`config.mk`:
```
export PLATFORM = sky130hd
export DESIGN_NAME = stream_reverse_in_k_groups
export DESIGN_NICKNAME = d
export VERILOG_FILES = /design/src/rtl/core/srkg_pkg.sv /design/src/rtl/core/srkg_datapath.sv /design/src/rtl/core/srkg_ctrl.sv /design/src/rtl/core/stream_reverse_in_k_groups.sv
export SDC_FILE = /design/constraint.sdc
export NUM_CORES = 1
export LEC_CHECK = 0
export BUFFER_PORTS_ARGS = -buffer_cell sky130_fd_sc_hd__buf_2
export CORE_MARGIN = 1
export CORE_UTILIZATION = 25
export DETAILED_ROUTE_END_ITERATION = 8
export GPL_ROUTABILITY_DRIVEN = 0
export GPL_TIMING_DRIVEN = 0
export MAX_ROUTING_LAYER = met4
export RECOVER_POWER = 100
export REMOVE_ABC_BUFFERS = 1
export SLEW_MARGIN = 30
export SYNTH_ARGS = -nofsm -noshare
export SYNTH_HDL_FRONTEND = slang
export SYNTH_SLANG_ARGS = --single-unit
```
`constraint.sdc`:
```
create_clock -name clk -period 4.1 [get_ports clk]
set_clock_uncertainty 0.1 [all_clocks]
set_input_delay 0.615 -clock clk [delete_from_list [all_inputs] [get_ports clk]]
set_output_delay 0.615 -clock clk [all_outputs]
set_load 0.01 [all_outputs]
```
`src/rtl/core/srkg_pkg.sv`:
```
// ----------------------------------------------------------------------------
// srkg_pkg
// Shared constants and controller/datapath interface types for the
// group-reversing stream block.
// ----------------------------------------------------------------------------
package srkg_pkg;

    localparam int VALUE_W      = 32;   // element value width
    localparam int GSIZE_W      = 5;    // group size register width
    localparam int GROUP_MAX_DEF = 16;  // default depth of the group store

    localparam logic [GSIZE_W-1:0] GSIZE_RESET = GSIZE_W'(2);

    // Commands from the controller to the datapath.
    typedef struct packed {
        logic store;    // write the incoming element into the group store
        logic load;     // read the next held element into the output register
    } srkg_cmd_t;

    // Status from the datapath to the controller.
    typedef struct packed {
        logic flush;      // the incoming element completes a group or ends the list
        logic left_zero;  // the element in the output register is the last of the run
    } srkg_status_t;

endpackage

```
`src/rtl/core/srkg_datapath.sv`:
```
// ----------------------------------------------------------------------------
// srkg_datapath
// Group store, fill counter, read address sequencing and output register.
// ----------------------------------------------------------------------------
module srkg_datapath #(
    parameter int GROUP_MAX = srkg_pkg::GROUP_MAX_DEF
) (
    input  logic                          clk,
    input  logic                          rst_n,
    input  logic                          cfg_wr_en,
    input  logic [srkg_pkg::GSIZE_W-1:0]  cfg_wr_data,
    input  srkg_pkg::srkg_cmd_t           cmd,
    output srkg_pkg::srkg_status_t        status,
    input  logic [srkg_pkg::VALUE_W-1:0]  in_value,
    input  logic                          in_end,
    output logic [srkg_pkg::VALUE_W-1:0]  out_value,
    output logic                          out_last
);
    import srkg_pkg::*;

    localparam int AW = (GROUP_MAX > 1) ? $clog2(GROUP_MAX) : 1;
    localparam int FW = $clog2(GROUP_MAX + 1);
    localparam int CW = (FW > GSIZE_W) ? FW : GSIZE_W;

    logic [VALUE_W-1:0] store_mem [GROUP_MAX];

    logic [GSIZE_W-1:0] gsize_reg;
    logic [FW-1:0]      fill_reg, fill_next;
    logic [FW-1:0]      left_reg, left_next;
    logic [AW-1:0]      addr_reg, addr_next;
    logic               rev_reg, rev_next;
    logic               end_reg, end_next;
    logic [VALUE_W-1:0] data_reg;

    logic [CW-1:0]      gsize_ext;
    logic [CW-1:0]      eff_size;
    logic [FW-1:0]      fill_inc;
    logic               group_full;

    // Effective group size: zero acts as one, oversize is capped at the store depth.
    always_comb
    begin
        gsize_ext = CW'(gsize_reg);
        if (gsize_ext == '0)
            eff_size = CW'(1);
        else if (gsize_ext > CW'(GROUP_MAX))
            eff_size = CW'(GROUP_MAX);
        else
            eff_size = gsize_ext;
    end

    assign fill_inc   = fill_reg + FW'(1);
    assign group_full = (CW'(fill_inc) >= eff_size);

    assign status.flush     = group_full | in_end;
    assign status.left_zero = (left_reg == '0);

    always_comb
    begin
        fill_next = fill_reg;
        left_next = left_reg;
        addr_next = addr_reg;
        rev_next  = rev_reg;
        end_next  = end_reg;
        if (cmd.store)
        begin
            if (group_full | in_end)
            begin
                fill_next = '0;
                left_next = fill_inc;
                rev_next  = group_full;
                end_next  = in_end;
                addr_next = group_full ? fill_reg[AW-1:0] : '0;
            end
            else
            begin
                fill_next = fill_inc;
            end
        end
        else if (cmd.load)
        begin
            left_next = left_reg - FW'(1);
            addr_next = rev_reg ? (addr_reg - AW'(1)) : (addr_reg + AW'(1));
        end
    end

    always_ff @(posedge clk or negedge rst_n)
    begin
        if (!rst_n)
        begin
            gsize_reg <= GSIZE_RESET;
            fill_reg  <= '0;
            left_reg  <= '0;
            rev_reg   <= 1'b0;
            end_reg   <= 1'b0;
        end
        else
        begin
            if (cfg_wr_en)
                gsize_reg <= cfg_wr_data;
            fill_reg <= fill_next;
            left_reg <= left_next;
            rev_reg  <= rev_next;
            end_reg  <= end_next;
        end
    end

    always_ff @(posedge clk)
    begin
        addr_reg <= addr_next;
    end

    // Single-port store: written while taking elements, read while draining.
    always_ff @(posedge clk)
    begin
        if (cmd.store)
            store_mem[fill_reg[AW-1:0]] <= in_value;
        else if (cmd.load)
            data_reg <= store_mem[addr_reg];
    end

    assign out_value = data_reg;
    assign out_last  = end_reg & (left_reg == '0);

endmodule

```
`src/rtl/core/srkg_ctrl.sv`:
```
// ----------------------------------------------------------------------------
// srkg_ctrl
// Handshake controller: takes elements, then drains a finished group or the remainder of an ended list.
// ----------------------------------------------------------------------------
module srkg_ctrl (
    input  logic                    clk,
    input  logic                    rst_n,
    input  logic                    in_valid,
    output logic                    in_ready,
    output logic                    out_valid,
    input  logic                    out_ready,
    output srkg_pkg::srkg_cmd_t     cmd,
    input  srkg_pkg::srkg_status_t  status
);
    import srkg_pkg::*;

    typedef enum logic [2:0] {
        ST_IDLE = 3'b001,
        ST_READ = 3'b010,
        ST_OUT  = 3'b100
    } state_t;

    state_t state_reg, state_next;

    always_comb
    begin
        state_next = state_reg;
        in_ready   = 1'b0;
        out_valid  = 1'b0;
        cmd.store  = 1'b0;
        cmd.load   = 1'b0;
        unique case (state_reg)
            ST_IDLE:
            begin
                in_ready  = 1'b1;
                cmd.store = in_valid;
                if (in_valid && status.flush)
                    state_next = ST_READ;
            end
            ST_READ:
            begin
                cmd.load   = 1'b1;
                state_next = ST_OUT;
            end
            ST_OUT:
            begin
                out_valid = 1'b1;
                if (out_ready)
                begin
                    if (status.left_zero)
                        state_next = ST_IDLE;
                    else
                        cmd.load = 1'b1;
                end
            end
            default:
            begin
                state_next = ST_IDLE;
            end
        endcase
    end

    always_ff @(posedge clk or negedge rst_n)
    begin
        if (!rst_n)
            state_reg <= ST_IDLE;
        else
            state_reg <= state_next;
    end

endmodule

```
`src/rtl/core/stream_reverse_in_k_groups.sv`:
```
// ----------------------------------------------------------------------------
// stream_reverse_in_k_groups
// Reorders a stream of list elements by reversing each full group.
// ----------------------------------------------------------------------------
// Signed 32-bit list elements arrive one per input transfer, with tlast on the
// final element of a list. Elements are held in a single-port group store;
// once group_size of them are held they leave in reverse order, and when a
// list ends before a group is full, the held remainder leaves in its original
// order. m_axis_tlast marks the final element of the reordered list. A
// group_size of zero acts as one, and one above GROUP_MAX acts as GROUP_MAX.
// Elements are taken while the block is idle. A completed run is then read
// back from the store: a first read loads the output register, and each
// accepted output transfer but the last loads the next element, so the output
// holds while the receiver stalls. The single store port is shared between
// filling and draining, and input is not taken while a run drains.
// group_size may be written only while the block is idle.
// ----------------------------------------------------------------------------
module stream_reverse_in_k_groups #(
    parameter int GROUP_MAX = srkg_pkg::GROUP_MAX_DEF
) (
    input  logic                          clk,
    input  logic                          rst_n,
    // Configuration: group_size write.
    input  logic                          cfg_wr_en,
    input  logic [srkg_pkg::GSIZE_W-1:0]  cfg_wr_data,
    // Input stream.
    input  logic                          s_axis_tvalid,
    output logic                          s_axis_tready,
    input  logic [srkg_pkg::VALUE_W-1:0]  s_axis_tdata,   // [31:0] elem_value
    input  logic                          s_axis_tlast,   // list_end
    // Output stream.
    output logic                          m_axis_tvalid,
    input  logic                          m_axis_tready,
    output logic [srkg_pkg::VALUE_W-1:0]  m_axis_tdata,   // [31:0] out_value
    output logic                          m_axis_tlast    // out_last
);
    import srkg_pkg::*;

    srkg_cmd_t    cmd;
    srkg_status_t status;

    // The controller sequences fill and drain; the datapath owns the store.
    srkg_ctrl u_ctrl (
        .clk       (clk),
        .rst_n     (rst_n),
        .in_valid  (s_axis_tvalid),
        .in_ready  (s_axis_tready),
        .out_valid (m_axis_tvalid),
        .out_ready (m_axis_tready),
        .cmd       (cmd),
        .status    (status)
    );

    srkg_datapath #(
        .GROUP_MAX (GROUP_MAX)
    ) u_datapath (
        .clk         (clk),
        .rst_n       (rst_n),
        .cfg_wr_en   (cfg_wr_en),
        .cfg_wr_data (cfg_wr_data),
        .cmd         (cmd),
        .status      (status),
        .in_value    (s_axis_tdata),
        .in_end      (s_axis_tlast),
        .out_value   (m_axis_tdata),
        .out_last    (m_axis_tlast)
    );

endmodule

```
==> impl_metrics.env <==
export IMPL_reg2reg_slack_ns=0.33
export IMPL_hp_class="in -> reg"
export IMPL_seqPwrFrac_pct=45.5
export IMPL_grt_overflow_total=0
export IMPL_htree_levels=2
export IMPL_dieArea_mm2=0.0881
export IMPL_root_buffer="clkbuf_16"
export IMPL_hold_end="u_datapath.gsize_ext[4]$_DFFE_PN0P_"
export IMPL_ir_worst_vdd_mv=0.323
export IMPL_use_met3_pct=2.11
export IMPL_design_core_area_mm2=0.0857
export IMPL_syn_cell_area_mm2=0.0217
export IMPL_max_freq_mhz=265
export IMPL_cp_top_family="simple AND/OR/NAND/NOR gates"
export IMPL_rr_worst_depth=6
export IMPL_grt_pass1_wl_mm=70.2
export IMPL_worst_pin_slew_ns=1.43
export IMPL_hpwl_mm=28.8
export IMPL_fp_dieH_um=297
export IMPL_ant_nets=0
export IMPL_viasPerCell=4.37
export IMPL_worstHoldStart="cfg_wr_data[4]"
export IMPL_r2r_start="u_ctrl.state_reg[0]$_DFFE_PN1P_"
export IMPL_synthFlopType="edfxtp_1"
export IMPL_startpoint_type="register"
export IMPL_switchingPower_w=0.00417
export IMPL_finalSetupViolCount=0
export IMPL_cts_sinks=568
export IMPL_async_flop_share_pct=3.52
export IMPL_cp_end_kind="register"
export IMPL_ys_ff_latch=568
export IMPL_crit_buf_inv=1
export IMPL_p_sw_share_pct=26.7
export IMPL_nets=1109
export IMPL_antenna_found_initial=7
export IMPL_status="finished, final reports clean"
export IMPL_pwr_share_comb_pct=24.2
export IMPL_rows=107
export IMPL_fillers=8279
export IMPL_synth_edf_count=548
export IMPL_maxSlewViolCount=0
export IMPL_leakagePower_nw=7.92
export IMPL_clk_transition_reported_paths_ns=0.06
export IMPL_cp_slowest_stage_delay_ns=0.72
export IMPL_gr_usage_all_layers_pct=11.1
export IMPL_drt_wl_total_mm=47.8
export IMPL_synthTopCellsByArea="edfxtp_1, mux4_2, dfrtp_1"
export IMPL_hold_path_depth=3
export IMPL_placedCellCount=2140
export IMPL_hold_violations=0
export IMPL_crit_slowest_cell="and2_0"
export IMPL_ys_seq_area_share_pct=78.1
export IMPL_required_ns=4.23
export IMPL_hold_buffers=1
export IMPL_area_growth_pct=17.6
export IMPL_arrival_ns=3.90
export IMPL_cts_tree="built"
export IMPL_relSlewSlack_pct=4.26
export IMPL_clkLatencyLatePin_ns=0.60
export IMPL_ys_types=46
export IMPL_yosys_area_top_type="edfxtp_1"
export IMPL_detail_route_wl_per_cell_um=21.3
export IMPL_vias=9798
export IMPL_finalCriticalPeriod_ns=3.77
export IMPL_cts_resized=0
export IMPL_drt_iter0_drc=1091
export IMPL_io_pins=78
export IMPL_drive_gt1_share_pct=27.5
export IMPL_io_buffers=77
export IMPL_drc=0
export IMPL_clkPwrFrac_pct=30.2
export IMPL_largest_reg_flops=512
export IMPL_grt_setup_unrepaired="no"
export IMPL_netlist_instances=908
export IMPL_path_cells="nor3b_1, and2_0, nand2_1, nor2_1, and2_4, buf_2"
export IMPL_p_int_w=0.0114
export IMPL_instances_no_fill=2244
export IMPL_avgSynthCellArea_um2=23.9
export IMPL_first_global_vias=10500
export IMPL_reg2reg_to="u_datapath.store_mem[6][6]$_DFFE_PP_"
export IMPL_first_pass_iters=5
export IMPL_met1_usage_pct=14.6
export IMPL_tns_ns=0
export IMPL_cts_made_buffers=53
export IMPL_worstPathMaxFanout=20
export IMPL_busiest_layer="met2"
export IMPL_yosysWarnings=0
export IMPL_post_cts_buffers=0
export IMPL_initial_core_util_pct=25.4
export IMPL_die_w_um=297
export IMPL_fin_crit_sh_pct=92.1
export IMPL_grtUsageMet2_pct=17.6
export IMPL_crit_type="reg -> reg"
export IMPL_grt_max_degree=38
export IMPL_powerDensity_mw_per_mm2=610
export IMPL_yosys_area_top_type_share_pct=75.7
export IMPL_clk_path_buf_depth=3
export IMPL_drv_cap=0
==> cell usage after synthesis, drive strengths merged (3+ instances only) <==
library cell	instances
edfxtp	548
mux4	160
buf	25
clkbuf	18
dfrtp	18
nand2	16
ha	13
nor2	13
inv	11
and2	10
a21oi	9
and3	8
o21ai	8
nand3	5
a21o	4
mux2	4
nor3	4
nand2b	3
xnor2	3
xor2	3
==> per-stage QoR <==
step | setup WS (ns) | cell area (µm²) | power, W | hold WS [ns] | util [%]
5_1_grt | 0.0871 | 25600 | 0.0162 | 0.144 | 29.8
2_1_floorplan | -2.45 | 21500 | 0.00994 | 0.219 | -
3_5_place_dp | 0.268 | 24200 | 0.0112 | 0.392 | 28.3
3_3_place_gp | -4.87 | 23300 | 0.0110 | 0.395 | 27.2
4_1_cts | 0.270 | 25900 | 0.0159 | 0.110 | 30.2
6_report | 0.326 | 25600 | 0.0156 | 0.135 | 29.8
==> per-layer routing <==
metal	wire length [µm]	vias up
met5	0	-
met4	1010	0
met3	2760	81
met2	23200	290
met1	20900	5257
li1	-	4170
==> logic make-up after synthesis <==
kind of cell	synth area share, %
flip-flops	78.1
adder cells (fa/ha/maj)	0.841
AO/OA/AOI/OAI	1.16
AND/OR/NAND/NOR	1.54
multiplexers	16.8
XOR/XNOR	0.242
buffers and inverters	1.36
==> worst max-delay path by stage <==
| stage | startpoint | end | cells past startpoint |
|---|---|---|---|
| 2_1_floorplan | u_datapath.addr_reg[0]$_DFFE_PP_ | u_datapath.out_value[0]$_DFFE_PP_ | 2 |
| 3_3_place_gp | u_datapath.addr_reg[0]$_DFFE_PP_ | u_datapath.out_value[21]$_DFFE_PP_ | 2 |
| 3_5_place_dp | u_datapath.addr_reg[0]$_DFFE_PP_ | u_datapath.out_value[17]$_DFFE_PP_ | 12 |
| 4_1_cts | u_datapath.addr_reg[0]$_DFFE_PP_ | u_datapath.out_value[17]$_DFFE_PP_ | 12 |
| 5_1_grt | u_ctrl.state_reg[0]$_DFFE_PN1P_ | u_datapath.store_mem[6][31]$_DFFE_PP_ | 6 |
| 6_report | u_ctrl.state_reg[0]$_DFFE_PN1P_ | u_datapath.store_mem[6][6]$_DFFE_PP_ | 6 |
==> cells in the final DEF, fill, tap and decap left out, drive strengths merged, types with 2 or more instances in the layout <==
master / netlist / routed
edfxtp: 548 / 548
dfstp: 2 / 2
nand3: 5 / 5
o21ai: 8 / 8
clkinv: 0 / 19
and3: 8 / 8
clkbuf: 18 / 150
a21oi: 9 / 9
bufinv: 0 / 3
dfrtp: 18 / 18
mux2: 4 / 4
inv: 11 / 16
nor3: 4 / 4
a21o: 4 / 4
a22o: 2 / 2
xor2: 3 / 3
nand2: 16 / 16
xnor2: 3 / 3
mux4: 160 / 160
nand2b: 3 / 3
buf: 25 / 51
and2: 10 / 10
o221a: 2 / 2
ha: 13 / 13
nor2: 13 / 13
or2: 2 / 2
diode: 0 / 5
==> worst register-to-register path: stages, from the launching register on <==
cell and delay, ns:
dfstp_1 0.57, nor3b_1 0.55, and2_0 0.72, nand2_1 0.19
nor2_1 0.22, and2_4 0.36, buf_2 0.69
==> power by group through the flow <==
stage	registers [W]	logic [W]	clock network (W)
after floorplan	0.00759	0.00235	0
after detailed placement	0.00722	0.00393	0
after global placement	0.00789	0.00308	0
after global routing	0.00713	0.00407	0.00503
after CTS	0.00710	0.00394	0.00482
final	0.00710	0.00377	0.00471
==> layout make-up <==
cell class,instances,area [µm²],share of cell area [%]
antenna,5,12.5,0.0490
clock buffer,70,1390,5.44
multi-input combinational,286,4470,17.5
timing repair buffer,132,996,3.90
sequential,568,17000,66.4
inverter,11,43.8,0.171
clock inverter,28,249,0.974
tap,1144,1430,5.60
Power figures use the tool's default switching activity.
